[config.mk]
export PLATFORM = sky130hd
export DESIGN_NAME = desk_lift_memory_position_fsm_flat
export DESIGN_NICKNAME = d
export VERILOG_FILES = /design/src/dlm_pkg.sv /design/src/dlm_if.sv /design/src/desk_lift_memory_position_fsm.sv /design/src/flat_wrapper.sv
export SDC_FILE = /design/constraint.sdc
export NUM_CORES = 1
export LEC_CHECK = 0
export BUFFER_PORTS_ARGS = -buffer_cell sky130_fd_sc_hd__buf_4
export CORE_MARGIN = 4
export CORE_UTILIZATION = 43
export CTS_CLUSTER_DIAMETER = 200
export DETAILED_ROUTE_END_ITERATION = 10
export GPL_TIMING_DRIVEN = 0
export HOLD_SLACK_MARGIN = 0.1
export PLACE_DENSITY_LB_ADDON = 0.12
export SETUP_SLACK_MARGIN = 0.05
export SYNTH_ARGS = -nofsm -noshare
export SYNTH_HDL_FRONTEND = slang
export SYNTH_SLANG_ARGS = --single-unit
[constraint.sdc]
create_clock -name clk -period 5.1 [get_ports clk]
set_input_delay 0.765 -clock clk [delete_from_list [all_inputs] [get_ports clk]]
set_output_delay 0.765 -clock clk [all_outputs]
set_load 0.005 [all_outputs]
[src/dlm_pkg.sv]
// Shared types and codes for the desk lift memory position controller.
package dlm_pkg;

    typedef logic signed [15:0] pos_t;
    typedef logic [11:0] margin_t;
    typedef logic [2:0] gesture_t;

    typedef enum logic [1:0] {
        CMD_STOP  = 2'd0,
        CMD_UP    = 2'd1,
        CMD_DOWN  = 2'd2,
        CMD_CLICK = 2'd3
    } cmd_t;

    typedef enum logic [1:0] {
        SLOT_NONE = 2'd0,
        SLOT_LOW  = 2'd1,
        SLOT_HIGH = 2'd2
    } slot_t;

    localparam gesture_t G_IDLE     = 3'd0;
    localparam gesture_t G_UP       = 3'd1;
    localparam gesture_t G_DOWN     = 3'd2;
    localparam gesture_t G_MEM_UP   = 3'd3;
    localparam gesture_t G_MEM_DOWN = 3'd4;
    localparam gesture_t G_SAVE     = 3'd5;

    localparam pos_t LOW_STOP_RESET  = 16'sh0636;
    localparam pos_t HIGH_STOP_RESET = 16'sh1600;
    localparam pos_t POS_MAX         = 16'sh7FFF;

endpackage

[src/dlm_if.sv]
// Valid/ready channel interfaces for events, results and configuration.
interface dlm_in_if import dlm_pkg::*; ();
    logic     valid;
    logic     ready;
    logic     op;
    gesture_t gesture;
    pos_t     position;

    modport source (output valid, output op, output gesture, output position, input ready);
    modport sink (input valid, input op, input gesture, input position, output ready);
endinterface

interface dlm_out_if import dlm_pkg::*; ();
    logic  valid;
    logic  ready;
    cmd_t  motor_command;
    slot_t save_slot;
    pos_t  save_value;

    modport source (output valid, output motor_command, output save_slot, output save_value,
                    input ready);
    modport sink (input valid, input motor_command, input save_slot, input save_value,
                  output ready);
endinterface

interface dlm_cfg_if import dlm_pkg::*; ();
    logic    valid;
    logic    ready;
    margin_t data;

    modport source (output valid, output data, input ready);
    modport sink (input valid, input data, output ready);
endinterface

[src/desk_lift_memory_position_fsm.sv]
// Desk lift controller with manual and memory moves and two saved stops.
//
// Each beat on events is either a button gesture (op 0) or a position report (op 1). The block
// takes one beat per clock cycle: a beat is captured in an input register, evaluated against the
// mode, position and stop registers in a single combinational pass, and any motor command is
// placed in a result register, which drives result. Events that change nothing produce no result
// beat. The state update is the only loop, so the rate is one event per cycle as long as result
// is not stalled. The user must write the deceleration margin through cfg only while the block
// is idle; the block itself does not enforce this.
module desk_lift_memory_position_fsm
    import dlm_pkg::*;
(
    input  logic         clk,
    input  logic         rst_n,
    dlm_in_if.sink       events,
    dlm_out_if.source    result,
    dlm_cfg_if.sink      cfg
);

    typedef enum logic [2:0] {
        MODE_STOPPED,
        MODE_UP,
        MODE_DOWN,
        MODE_MEM_UP,
        MODE_MEM_DOWN
    } mode_t;

    logic     s1_valid_reg;
    logic     s1_op_reg;
    gesture_t s1_gesture_reg;
    pos_t     s1_position_reg;

    mode_t    mode_reg, mode_next;
    pos_t     cur_pos_reg, cur_pos_next;
    pos_t     low_stop_reg, low_stop_next;
    pos_t     high_stop_reg, high_stop_next;
    margin_t  margin_reg;

    logic     out_valid_reg;
    cmd_t     out_cmd_reg;
    slot_t    out_slot_reg;
    pos_t     out_value_reg;

    logic     emit;
    cmd_t     cmd;
    slot_t    slot;
    pos_t     value;

    logic               s1_advance;
    logic signed [16:0] delta_low, delta_high;
    logic        [16:0] dist_low, dist_high;
    logic signed [17:0] sum_low;
    logic signed [17:0] sub_high;
    pos_t               new_low, new_high;

    assign s1_advance   = s1_valid_reg && (!out_valid_reg || result.ready);
    assign events.ready = !s1_valid_reg || s1_advance;
    assign cfg.ready    = 1'b1;

    assign result.valid         = out_valid_reg;
    assign result.motor_command = out_cmd_reg;
    assign result.save_slot     = out_slot_reg;
    assign result.save_value    = out_value_reg;

    // Distances are taken at 17 bits so that they never wrap.
    assign delta_low  = 17'(low_stop_reg) - 17'(cur_pos_reg);
    assign delta_high = 17'(high_stop_reg) - 17'(cur_pos_reg);
    assign dist_low   = delta_low[16] ? 17'(-delta_low) : 17'(delta_low);
    assign dist_high  = delta_high[16] ? 17'(-delta_high) : 17'(delta_high);

    // A save only happens at a non-negative position, so only the low stop can overflow.
    assign sum_low  = 18'(cur_pos_reg) + $signed({6'd0, margin_reg});
    assign sub_high = 18'(cur_pos_reg) - $signed({6'd0, margin_reg});
    assign new_low  = (sum_low > 18'(POS_MAX)) ? POS_MAX : sum_low[15:0];
    assign new_high = sub_high[15:0];

    always_comb
    begin
        mode_next      = mode_reg;
        cur_pos_next   = cur_pos_reg;
        low_stop_next  = low_stop_reg;
        high_stop_next = high_stop_reg;
        emit           = 1'b0;
        cmd            = CMD_STOP;
        slot           = SLOT_NONE;
        value          = '0;

        if (s1_op_reg)
        begin
            cur_pos_next = s1_position_reg;
            if (mode_reg == MODE_MEM_UP && s1_position_reg >= high_stop_reg)
            begin
                mode_next = MODE_STOPPED;
                emit      = 1'b1;
            end
            else if (mode_reg == MODE_MEM_DOWN && s1_position_reg <= low_stop_reg)
            begin
                mode_next = MODE_STOPPED;
                emit      = 1'b1;
            end
        end
        else
        begin
            unique case (mode_reg)
                MODE_STOPPED:
                begin
                    if (s1_gesture_reg == G_UP)
                    begin
                        mode_next = MODE_UP;
                        emit      = 1'b1;
                        cmd       = CMD_UP;
                    end
                    else if (s1_gesture_reg == G_DOWN)
                    begin
                        mode_next = MODE_DOWN;
                        emit      = 1'b1;
                        cmd       = CMD_DOWN;
                    end
                    else if (s1_gesture_reg == G_MEM_UP && cur_pos_reg < high_stop_reg)
                    begin
                        mode_next = MODE_MEM_UP;
                        emit      = 1'b1;
                        cmd       = CMD_UP;
                    end
                    else if (s1_gesture_reg == G_MEM_DOWN && cur_pos_reg > low_stop_reg)
                    begin
                        mode_next = MODE_MEM_DOWN;
                        emit      = 1'b1;
                        cmd       = CMD_DOWN;
                    end
                    else if (s1_gesture_reg == G_SAVE && !cur_pos_reg[15])
                    begin
                        emit = 1'b1;
                        cmd  = CMD_CLICK;
                        // On a tie the high stop is the one replaced.
                        if (dist_low < dist_high)
                        begin
                            low_stop_next = new_low;
                            slot          = SLOT_LOW;
                            value         = new_low;
                        end
                        else
                        begin
                            high_stop_next = new_high;
                            slot           = SLOT_HIGH;
                            value          = new_high;
                        end
                    end
                end
                MODE_UP:
                begin
                    if (s1_gesture_reg == G_MEM_UP && cur_pos_reg < high_stop_reg)
                    begin
                        mode_next = MODE_MEM_UP;
                    end
                    else if (s1_gesture_reg == G_IDLE)
                    begin
                        mode_next = MODE_STOPPED;
                        emit      = 1'b1;
                    end
                    else if (s1_gesture_reg == G_DOWN)
                    begin
                        mode_next = MODE_DOWN;
                        emit      = 1'b1;
                        cmd       = CMD_DOWN;
                    end
                end
                MODE_DOWN:
                begin
                    if (s1_gesture_reg == G_MEM_DOWN && cur_pos_reg > low_stop_reg)
                    begin
                        mode_next = MODE_MEM_DOWN;
                    end
                    else if (s1_gesture_reg == G_IDLE)
                    begin
                        mode_next = MODE_STOPPED;
                        emit      = 1'b1;
                    end
                    else if (s1_gesture_reg == G_UP)
                    begin
                        mode_next = MODE_UP;
                        emit      = 1'b1;
                        cmd       = CMD_UP;
                    end
                end
                MODE_MEM_UP:
                begin
                    // The motor already runs upward, so the switch to manual is silent.
                    if (s1_gesture_reg == G_UP)
                    begin
                        mode_next = MODE_UP;
                    end
                    else if (s1_gesture_reg == G_DOWN)
                    begin
                        mode_next = MODE_DOWN;
                        emit      = 1'b1;
                        cmd       = CMD_DOWN;
                    end
                end
                MODE_MEM_DOWN:
                begin
                    if (s1_gesture_reg == G_UP)
                    begin
                        mode_next = MODE_UP;
                        emit      = 1'b1;
                        cmd       = CMD_UP;
                    end
                    else if (s1_gesture_reg == G_DOWN)
                    begin
                        mode_next = MODE_DOWN;
                    end
                end
                default:
                begin
                    mode_next = MODE_STOPPED;
                end
            endcase
        end
    end

    always_ff @(posedge clk or negedge rst_n)
    begin
        if (!rst_n)
        begin
            s1_valid_reg    <= 1'b0;
            s1_op_reg       <= 1'b0;
            s1_gesture_reg  <= G_IDLE;
            s1_position_reg <= '0;
            out_valid_reg   <= 1'b0;
            out_cmd_reg     <= CMD_STOP;
            out_slot_reg    <= SLOT_NONE;
            out_value_reg   <= '0;
            mode_reg        <= MODE_STOPPED;
            cur_pos_reg     <= '0;
            low_stop_reg    <= LOW_STOP_RESET;
            high_stop_reg   <= HIGH_STOP_RESET;
            margin_reg      <= '0;
        end
        else
        begin
            if (cfg.valid)
            begin
                margin_reg <= cfg.data;
            end

            if (events.ready)
            begin
                s1_valid_reg <= events.valid;
                if (events.valid)
                begin
                    s1_op_reg       <= events.op;
                    s1_gesture_reg  <= events.gesture;
                    s1_position_reg <= events.position;
                end
            end

            if (s1_advance)
            begin
                mode_reg      <= mode_next;
                cur_pos_reg   <= cur_pos_next;
                low_stop_reg  <= low_stop_next;
                high_stop_reg <= high_stop_next;
                out_valid_reg <= emit;
                if (emit)
                begin
                    out_cmd_reg   <= cmd;
                    out_slot_reg  <= slot;
                    out_value_reg <= value;
                end
            end
            else if (result.ready)
            begin
                out_valid_reg <= 1'b0;
            end
        end
    end

    // A stalled input register must keep its beat until it is evaluated.
    assert property (@(posedge clk) disable iff (!rst_n)
        s1_valid_reg && !s1_advance |=> s1_valid_reg && $stable(s1_op_reg)
            && $stable(s1_gesture_reg) && $stable(s1_position_reg))
        else $error("input register lost or changed a pending beat");

    // Only a click carries a saved stop.
    assert property (@(posedge clk) disable iff (!rst_n)
        result.valid && result.save_slot != SLOT_NONE |-> result.motor_command == CMD_CLICK)
        else $error("save slot reported without a click");

    assert property (@(posedge clk) disable iff (!rst_n)
        result.valid && result.motor_command == CMD_CLICK |-> result.save_slot != SLOT_NONE)
        else $error("click reported without a save slot");

    assert property (@(posedge clk) disable iff (!rst_n)
        result.valid && result.save_slot == SLOT_NONE |-> result.save_value == '0)
        else $error("save value nonzero while nothing was saved");

    // A high-stop save reported on the output is the value now held in the high stop.
    assert property (@(posedge clk) disable iff (!rst_n)
        s1_advance && emit && slot == SLOT_HIGH |=> high_stop_reg == out_value_reg)
        else $error("saved high stop does not match the reported value");

endmodule

[src/flat_wrapper.sv]
// flat-port wrapper written by rule: the top's interface ports become plain ports
module desk_lift_memory_position_fsm_flat import dlm_pkg::*;
  (clk, rst_n, events_valid, events_op, events_gesture, events_position, events_ready, result_valid, result_motor_command, result_save_slot, result_save_value, result_ready, cfg_valid, cfg_data, cfg_ready);
  dlm_in_if events_i ();
  dlm_out_if result_i ();
  dlm_cfg_if cfg_i ();
  input  logic clk;
  input  logic rst_n;
  input wire logic [$bits(events_i.valid)-1:0] events_valid;
  input wire logic [$bits(events_i.op)-1:0] events_op;
  input wire logic [$bits(events_i.gesture)-1:0] events_gesture;
  input wire logic [$bits(events_i.position)-1:0] events_position;
  output wire logic [$bits(events_i.ready)-1:0] events_ready;
  output wire logic [$bits(result_i.valid)-1:0] result_valid;
  output wire logic [$bits(result_i.motor_command)-1:0] result_motor_command;
  output wire logic [$bits(result_i.save_slot)-1:0] result_save_slot;
  output wire logic [$bits(result_i.save_value)-1:0] result_save_value;
  input wire logic [$bits(result_i.ready)-1:0] result_ready;
  input wire logic [$bits(cfg_i.valid)-1:0] cfg_valid;
  input wire logic [$bits(cfg_i.data)-1:0] cfg_data;
  output wire logic [$bits(cfg_i.ready)-1:0] cfg_ready;
  assign events_i.valid = events_valid;
  assign events_i.op = events_op;
  assign events_i.gesture = events_gesture;
  assign events_i.position = events_position;
  assign events_ready = events_i.ready;
  assign result_valid = result_i.valid;
  assign result_motor_command = result_i.motor_command;
  assign result_save_slot = result_i.save_slot;
  assign result_save_value = result_i.save_value;
  assign result_i.ready = result_ready;
  assign cfg_i.valid = cfg_valid;
  assign cfg_i.data = cfg_data;
  assign cfg_ready = cfg_i.ready;
  desk_lift_memory_position_fsm u_core (.clk(clk), .rst_n(rst_n), .events(events_i), .result(result_i), .cfg(cfg_i));
endmodule
==> results.env, run 1 <==
SETUP.WORST_PATH.CLASS='flip-flop to flip-flop'
CTS_TREE='yes'
WORST_SETUP_PATH_STARTPOINT='u_core.cur_pos_reg[0]'
HORIZ_DIE_DIM_UM=157
HTREEDEPTH=3
GR-USAGE-ALL-LAYERS_PCT=23.5
CORE_FOOTPRINT_SQ_UM=21800
LAYOUT_MIN_CYCLE_TIME_PS=5020
TIMING.RR.START='u_core.cur_pos_reg[0]'
GRT_FIRST_PASS_WIRELENGTH_UM=45300
HOLD_PATH.CLASS='input pin to async pin'
FF_LATCH_AREA_SQ_UM=2650
HPWLAFTERDP_UM=22900
SYNTH_ENABLE_FLOP_CELLS=0
SYNTH-SEQ-AREA-SHARE_PCT=27.6
PLACED_AREA_SQ_UM=10400
SETUP_VIOL_COUNT_FINAL=0
MULTI_INPUT_COMB_AREA_SQ_UM=7040
BUFFER_PORTS.INSERTED=58
ROUTED_WIRE_LENGTH_PER_INSTANCE_UM=19.6
VIAS=8677
CTS_MADE_BUFFERS=9
CP.ARRIVAL_PS=5280
SETUP.WORST_PATH.END='u_core.result.save_value[11]'
WORST_R2R_PATH_DEPTH=21
DRT_ITER0_MARKERS=428
PLACEMENTROWS=54
WORSTSKEWPAIRLATENCY_PS=370
FINALHOLDVIOLATIONS=0
CTS_BUFFER_DEPTH=2
ROUTE.DETAILED.VIAS_PER_INST=5.80
RELATIVE_MAX_TRANSITION_MARGIN_PCT=36.0
YOSYS_REGISTER_BITS=105
CTS.HOLD.BUFFERS_ADDED=0
AREAGROWTHSYNTHTOFINISH_PCT=22.6
R2R-END='u_core.result.save_value[11]'
STATUS='complete, no violations'
PRECTSSETUPSLACK_PS=-1380
UNREPAIRED_SETUP_ENDPOINTS_AFTER_GLOBAL_ROUTING='true'
DETAILED_ROUTE_DRC_ERROR_COUNT=0
CRITICAL_PATH.STARTPOINT_TYPE='flip-flop'
REQUIRED_ARRIVAL_TIME_AT_THE_WORST_ENDPOINT_PS=5360
TIGHTESTPINTRANSITION_PS=952
DIE_HEIGHT_UM=157
OVERFLOW=0
SYNTH_CELL_TYPE_COUNT=79
SYNTHARSTFLOPSHARE_PCT=100
YOSYS_WARNINGS=0
HOLD_SLACK_PS=172
FRACTION_OF_LAYOUT_INSTANCES_USING_A_DRIVE_STRENGTH_ABOVE_1_PCT=25.9
FINALCRITPERIODSHARE_PCT=98.5
GRT_PASS1_VIAS=8341
NETLIST_INSTANCES=1107
WORST_SETUP_PATH_END_KIND='flip-flop'
ROOT_BUFFER='sky130_fd_sc_hd__clkbuf_16'
DRTANTENNAVIOLNETS=0
CAP_VIOL_MAX_COUNT=0
ANTENNA_CELLS=0
IO-PIN-COUNT=60
GRT_START_MAX_NET_PINS=106
POST_SYNTHESIS_INSTANCE_AREA_SQ_UM=9560
SYNTH_TOP_FLOP_CELL='sky130_fd_sc_hd__dfrtp_1'
INITIAL_UTILIZATION_PCT=43.8
POSTLAYOUTCELLAREA_SQ_UM=11700
MAXSLEWVIOLCOUNT=0
CTS.SINK_COUNT=105
CLOCK_SKEW_PS=11.0
FIRSTDRTPASSITERS=6
TIMING.FMAX_GHz=0.199
SETUP_WS_PS=78.8
TIMING.REG2REG.SETUP_SLACK_PS=80
INITIAL_ANTENNA_VIOLATION_COUNT=0
CLK_PIN_SLEW_WORST_PATHS_PS=80
CRITICAL_PATH_PEAK_FANOUT=6
SYNTH_FP_NETS=1254
FINAL_NET_COUNT=1359
GP_ROUTABILITY_CONGESTION=0.903
SYN_AREA_PER_CELL_SQ_UM=8.64
FINISH.UTILIZATION_PCT=53.7
NUM-FILL-CELLS=2084
POST_DETAILED_ROUTING_WIRE_LENGTH_UM=29400
DIE_FOOTPRINT_SQ_UM=24700
[synth_stat cells (13+ instances only)]
master | instances | area, sq um
sky130_fd_sc_hd__a211oi_1 | 19 | 143
sky130_fd_sc_hd__a21o_1 | 16 | 120
sky130_fd_sc_hd__a21oi_1 | 56 | 280
sky130_fd_sc_hd__a31oi_1 | 16 | 100
sky130_fd_sc_hd__clkbuf_1 | 26 | 97.6
sky130_fd_sc_hd__dfrtp_1 | 96 | 2400
sky130_fd_sc_hd__ha_1 | 106 | 1330
sky130_fd_sc_hd__inv_1 | 91 | 342
sky130_fd_sc_hd__mux2_2 | 52 | 586
sky130_fd_sc_hd__nand2_1 | 58 | 218
sky130_fd_sc_hd__nand2b_1 | 21 | 131
sky130_fd_sc_hd__nand4_1 | 21 | 131
sky130_fd_sc_hd__nor2_1 | 89 | 334
sky130_fd_sc_hd__nor2b_1 | 13 | 81.3
sky130_fd_sc_hd__nor3_1 | 47 | 235
sky130_fd_sc_hd__o21a_1 | 14 | 105
sky130_fd_sc_hd__o21ai_0 | 75 | 375
sky130_fd_sc_hd__xnor2_1 | 42 | 368
sky130_fd_sc_hd__xor2_1 | 21 | 184
[layer usage]
layer / global-route usage, % / wire length [um] / vias to the layer above
met1: 31.4 / 13300 / 4183
met3: 2.45 / 1020 / 45
met4: 7.37 / 813 / 0
met5: 0 / 0 / -
met2: 40.4 / 14300 / 189
li1: - / - / 4260
[per-stage QoR]
step                TNS [ps]  cells
floorplan                  0   1107
global placement      -42920   1445
detailed placement    -44870   1445
CTS                        0   1474
global route           -2700   1497
finish                     0   1497
[cell type report]
class | instances | area share (%)
sequential | 105 | 22.6
tap | 280 | 2.99
buffer | 36 | 1.94
timing repair buffer | 97 | 7.06
clock inverter | 6 | 0.416
clock buffer | 10 | 1.95
inverter | 92 | 2.95
multi-input combinational | 871 | 60.1
[worst max-delay path: stages, from the launching register on]
cell                       delay, ps
sky130_fd_sc_hd__dfrtp_2         410
sky130_fd_sc_hd__buf_4           130
sky130_fd_sc_hd__ha_4            120
sky130_fd_sc_hd__fa_2            200
sky130_fd_sc_hd__nor2b_1          60
sky130_fd_sc_hd__o31a_1          300
sky130_fd_sc_hd__o2111a_2        310
sky130_fd_sc_hd__or3_4           410
sky130_fd_sc_hd__a21bo_4         230
sky130_fd_sc_hd__a41o_4          300
sky130_fd_sc_hd__buf_8           150
sky130_fd_sc_hd__a31oi_4         130
sky130_fd_sc_hd__xnor2_1         140
sky130_fd_sc_hd__ha_1            270
sky130_fd_sc_hd__a211oi_2        190
sky130_fd_sc_hd__o21ai_1         110
sky130_fd_sc_hd__a22o_1          250
sky130_fd_sc_hd__a21oi_4         240
sky130_fd_sc_hd__or2_4           250
sky130_fd_sc_hd__buf_8           150
sky130_fd_sc_hd__mux2_2          340
sky130_fd_sc_hd__a22o_1          200
[kinds of logic after synthesis]
logic type / count (synthesis) / share of synthesized area, %
AOI/OAI and AO/OA: 290 / 20.4
xor gates and xnor gates: 63 / 5.77
adders and majority gates: 110 / 14.7
buffers and inverters: 131 / 5.42
DFF: 105 / 27.6
muxes: 67 / 7.73
other: 1 / 0.0392
and+or+nand+nor: 340 / 18.3
[layout by cell type, fill, tap and decap left out, types with 7 or more instances in the layout]
| master | Yosys | final |
|---|---|---|
| sky130_fd_sc_hd__ha_1 | 106 | 98 |
| sky130_fd_sc_hd__buf_4 | 4 | 94 |
| sky130_fd_sc_hd__inv_1 | 91 | 88 |
| sky130_fd_sc_hd__dfrtp_1 | 96 | 88 |
| sky130_fd_sc_hd__nor2_1 | 89 | 85 |
| sky130_fd_sc_hd__o21ai_0 | 75 | 67 |
| sky130_fd_sc_hd__nand2_1 | 58 | 56 |
| sky130_fd_sc_hd__mux2_2 | 52 | 51 |
| sky130_fd_sc_hd__a21oi_1 | 56 | 50 |
| sky130_fd_sc_hd__xnor2_1 | 42 | 37 |
| sky130_fd_sc_hd__nor3_1 | 47 | 37 |
| sky130_fd_sc_hd__nand4_1 | 21 | 21 |
| sky130_fd_sc_hd__nand2b_1 | 21 | 20 |
| sky130_fd_sc_hd__xor2_1 | 21 | 20 |
| sky130_fd_sc_hd__clkbuf_1 | 26 | 19 |
| sky130_fd_sc_hd__a21o_1 | 16 | 16 |
| sky130_fd_sc_hd__nor2b_1 | 13 | 13 |
| sky130_fd_sc_hd__o21a_1 | 14 | 13 |
| sky130_fd_sc_hd__a211oi_1 | 19 | 13 |
| sky130_fd_sc_hd__mux2i_1 | 12 | 12 |
| sky130_fd_sc_hd__a31oi_1 | 16 | 12 |
| sky130_fd_sc_hd__clkbuf_16 | 0 | 11 |
| sky130_fd_sc_hd__a22o_1 | 10 | 10 |
| sky130_fd_sc_hd__nor3_2 | 1 | 9 |
| sky130_fd_sc_hd__or2_2 | 11 | 9 |
| sky130_fd_sc_hd__or3_1 | 12 | 9 |
| sky130_fd_sc_hd__nor4_1 | 12 | 9 |
| sky130_fd_sc_hd__nand3_1 | 10 | 9 |
| sky130_fd_sc_hd__dfstp_2 | 9 | 9 |
| sky130_fd_sc_hd__o31ai_1 | 10 | 8 |
| sky130_fd_sc_hd__dfrtp_2 | 0 | 8 |
| sky130_fd_sc_hd__and2_1 | 7 | 7 |
[what timing repair did]
action,4_1_cts,5_1_grt
pin swaps,14,38
resized for setup,75,92
gates cloned,2,2
setup endpoints to repair,50,50
buffers inserted,14,20
[worst min path at each step]
stage                               startpoint                         end  slack [ps]  cells after the start
floorplan                                rst_n       u_core.cur_pos_reg[0]         470                      0
global placement    u_core.result.save_slot[0]  u_core.result.save_slot[0]         470                      1
detailed placement  u_core.result.save_slot[0]  u_core.result.save_slot[0]         470                      1
CTS                 u_core.result.save_slot[0]  u_core.result.save_slot[0]         490                      1
global route                             rst_n    u_core.s1_gesture_reg[0]         160                      1
finish                                   rst_n          u_core.mode_reg[0]         170                      1
Power of run 1 is left out: the tool's default activity adds up to more than one toggle a clock period on the data nets, which glitch-free logic cannot reach.
==> run 2: changes to the inputs <==
CORE_ASPECT_RATIO = 0.5   (was unset)
SETUP_SLACK_MARGIN = 0.15   (was 0.05)
==> run 2 against run 1 <==
  * The flow now finishes with violations (setup timing)
  * Clock skew up 4.3 ps
  * Non-clock buffer count up 12
  * Worst hold slack worse by 6.9 ps
  * Sequential share of layout area down 0.58 points
  * Count of clock-buffer cells in the layout unchanged
  * Die area up 0.58%
  * Cell count up 2.2%
  * First-iteration DRC count up 63%
  * Via count up 3.2%
  * Final area up 2.8%
  * Critical endpoint is now u_core.high_stop_reg[12]
  * Critical path depth up 5
==> results.env, run 2 (synthesis results as in run 1) <==
VIAS=8956
POST_DETAILED_ROUTING_WIRE_LENGTH_UM=31500
TIMING.REG2REG.SETUP_SLACK_PS=-110
RELATIVE_MAX_TRANSITION_MARGIN_PCT=45.8
INITIAL_ANTENNA_VIOLATION_COUNT=1
FIRSTDRTPASSITERS=5
LAYOUT_MIN_CYCLE_TIME_PS=5210
CRITICAL_PATH_PEAK_FANOUT=6
ROOT_BUFFER='sky130_fd_sc_hd__clkbuf_16'
GR-USAGE-ALL-LAYERS_PCT=25.2
SETUP_WS_PS=-114
CP.ARRIVAL_PS=5510
DRTANTENNAVIOLNETS=0
IO-PIN-COUNT=60
FINALHOLDVIOLATIONS=0
BUFFER_PORTS.INSERTED=58
UNREPAIRED_SETUP_ENDPOINTS_AFTER_GLOBAL_ROUTING='true'
CRITICAL_PATH.STARTPOINT_TYPE='flip-flop'
HORIZ_DIE_DIM_UM=219
AREAGROWTHSYNTHTOFINISH_PCT=26.0
DIE_HEIGHT_UM=113
CTS.HOLD.BUFFERS_ADDED=0
CORE_FOOTPRINT_SQ_UM=21800
WORST_SETUP_PATH_STARTPOINT='u_core.low_stop_reg[0]'
PLACE.DETAILED.INSTANCES=1465
FINAL_NET_COUNT=1371
SETUP_VIOL_COUNT_FINAL=27
SETUP.WORST_PATH.END='u_core.high_stop_reg[12]'
GP_ROUTABILITY_CONGESTION=0.924
TIMING.FMAX_GHz=0.192
CAP_VIOL_MAX_COUNT=0
FINALCRITPERIODSHARE_PCT=102
REQUIRED_ARRIVAL_TIME_AT_THE_WORST_ENDPOINT_PS=5400
CTS_TREE='yes'
MAXSLEWVIOLCOUNT=0
WORST_SETUP_PATH_END_KIND='flip-flop'
CLOCK_SKEW_PS=15.3
CTS_MADE_BUFFERS=9
DIE_FOOTPRINT_SQ_UM=24800
R2R-END='u_core.high_stop_reg[12]'
GRT_PASS1_VIAS=8556
HPWLAFTERDP_UM=24200
TIMING.RR.START='u_core.low_stop_reg[0]'
INITIAL_UTILIZATION_PCT=43.9
ROUTED_WIRE_LENGTH_PER_INSTANCE_UM=20.6
CLK_PIN_SLEW_WORST_PATHS_PS=80
CTS.SINK_COUNT=105
FAILED_CHECKS='setup timing'
OVERFLOW=0
FRACTION_OF_LAYOUT_INSTANCES_USING_A_DRIVE_STRENGTH_ABOVE_1_PCT=28.2
HTREEDEPTH=3
MOST-COMMON-LAYOUT-CELLS='99 x sky130_fd_sc_hd__buf_4, 99 x sky130_fd_sc_hd__ha_1, 89 x sky130_fd_sc_hd__inv_1, 84 x sky130_fd_sc_hd__dfrtp_1, 83 x sky130_fd_sc_hd__nor2_1'
WORST_R2R_PATH_DEPTH=26
CTS_BUFFER_DEPTH=2
GRT_START_MAX_NET_PINS=106
HOLD_PATH.CLASS='input pin to async pin'
STATUS='finished with violations'
WORSTSKEWPAIRLATENCY_PS=370
TIGHTESTPINTRANSITION_PS=792
POST_LAYOUT_NONFILLER_INSTANCES=1530
PLACEMENTROWS=38
DETAILED_ROUTE_DRC_ERROR_COUNT=0
GRT_FIRST_PASS_WIRELENGTH_UM=48400
ROUTE.DETAILED.VIAS_PER_INST=5.85
SETUP.WORST_PATH.CLASS='flip-flop to flip-flop'
DRT_ITER0_MARKERS=697
[run 2: cell types whose count changed in the layout (fill, tap and decap cells not counted), moves of 4 or more]
cell,delta
sky130_fd_sc_hd__mux2_4,+4
sky130_fd_sc_hd__nor3_1,-5
sky130_fd_sc_hd__mux2_2,-4
sky130_fd_sc_hd__o21ai_0,-6
sky130_fd_sc_hd__dfrtp_2,+4
sky130_fd_sc_hd__o21ai_1,+6
sky130_fd_sc_hd__xnor2_2,+6
sky130_fd_sc_hd__buf_4,+5
sky130_fd_sc_hd__dfrtp_1,-4
sky130_fd_sc_hd__xnor2_1,-6
[run 2: area by class of cell]
cell class / count / area, sq um
fill: 2065 / 9730
multi-input combinational: 871 / 7180
sequential: 105 / 2650
timing repair buffer: 106 / 916
tap: 300 / 375
inverter: 92 / 345
buffer: 39 / 285
clock buffer: 10 / 239
clock inverter: 6 / 55.1
antenna: 1 / 2.50
[run 2: metal layers]
layer  GRT usage [%]  part of all wire, %  up-vias  wire (um)
li1                -                    -     4289          -
met1            39.2                   51     4355      15900
met2            37.2                   42      270      13100
met3            3.14                  5.7       40       1790
met4            5.68                  1.9        2        585
met5               0                0.041        -         13
[run 2: how the worst min path moves through the flow]
stage / from / end / slack, ps / depth (start not counted)
2_1_floorplan: rst_n / u_core.cur_pos_reg[0] / 470 / 0
5_1_grt: rst_n / u_core.mode_reg[2] / 160 / 1
3_3_place_gp: u_core.result.save_slot[0] / u_core.result.save_slot[0] / 470 / 1
3_5_place_dp: u_core.result.save_slot[0] / u_core.result.save_slot[0] / 470 / 1
4_1_cts: u_core.result.save_slot[0] / u_core.result.save_slot[0] / 490 / 1
6_report: rst_n / u_core.mode_reg[2] / 160 / 1
[run 2: repair_timing]
item	CTS	global route
pin swaps	41	28
buffers inserted	32	11
resized for setup	164	49
endpoints found under the hold margin	0	0
cloned	4	0
setup endpoints to repair	50	50
[run 2: worst max-delay path: stages (launching register included)]
cell                        delay, ps
sky130_fd_sc_hd__dfrtp_2          450
sky130_fd_sc_hd__inv_2             80
sky130_fd_sc_hd__ha_4             140
sky130_fd_sc_hd__fa_2             220
sky130_fd_sc_hd__nor2b_2           50
sky130_fd_sc_hd__o31a_1           330
sky130_fd_sc_hd__o2111a_1         280
sky130_fd_sc_hd__buf_4            140
sky130_fd_sc_hd__buf_4            130
sky130_fd_sc_hd__nor3_1           270
sky130_fd_sc_hd__nor3_1           100
sky130_fd_sc_hd__or2_2            360
sky130_fd_sc_hd__a41o_1           260
sky130_fd_sc_hd__xnor2_2          170
sky130_fd_sc_hd__ha_4             290
sky130_fd_sc_hd__nand4_1          140
sky130_fd_sc_hd__o21ai_1          180
sky130_fd_sc_hd__a22o_1           210
sky130_fd_sc_hd__a21oi_4           90
sky130_fd_sc_hd__or2_4            260
sky130_fd_sc_hd__clkbuf_16        170
sky130_fd_sc_hd__nor2_4           140
sky130_fd_sc_hd__nand2_4          120
sky130_fd_sc_hd__buf_12           190
sky130_fd_sc_hd__buf_16           130
sky130_fd_sc_hd__buf_6            110
sky130_fd_sc_hd__mux2i_1          130
[run 2: stage by stage]
| step | util [%] | setup TNS [ps] | hold WS [ps] | setup WS, ps | area (sq um) |
|---|---|---|---|---|---|
| 6_report | 55.3 | -1140 | 165 | -114 | 12000 |
| 5_1_grt | 55.3 | -7570 | 156 | -258 | 12000 |
| 4_1_cts | 53.7 | -106 | 488 | -19.4 | 11700 |
| 3_5_place_dp | 47.7 | -59810 | 469 | -1730 | 10400 |
| 3_3_place_gp | 47.7 | -52600 | 472 | -1620 | 10400 |
| 2_1_floorplan | - | 0 | 469 | 176 | 9580 |
Power of run 2 is left out for the same reason.
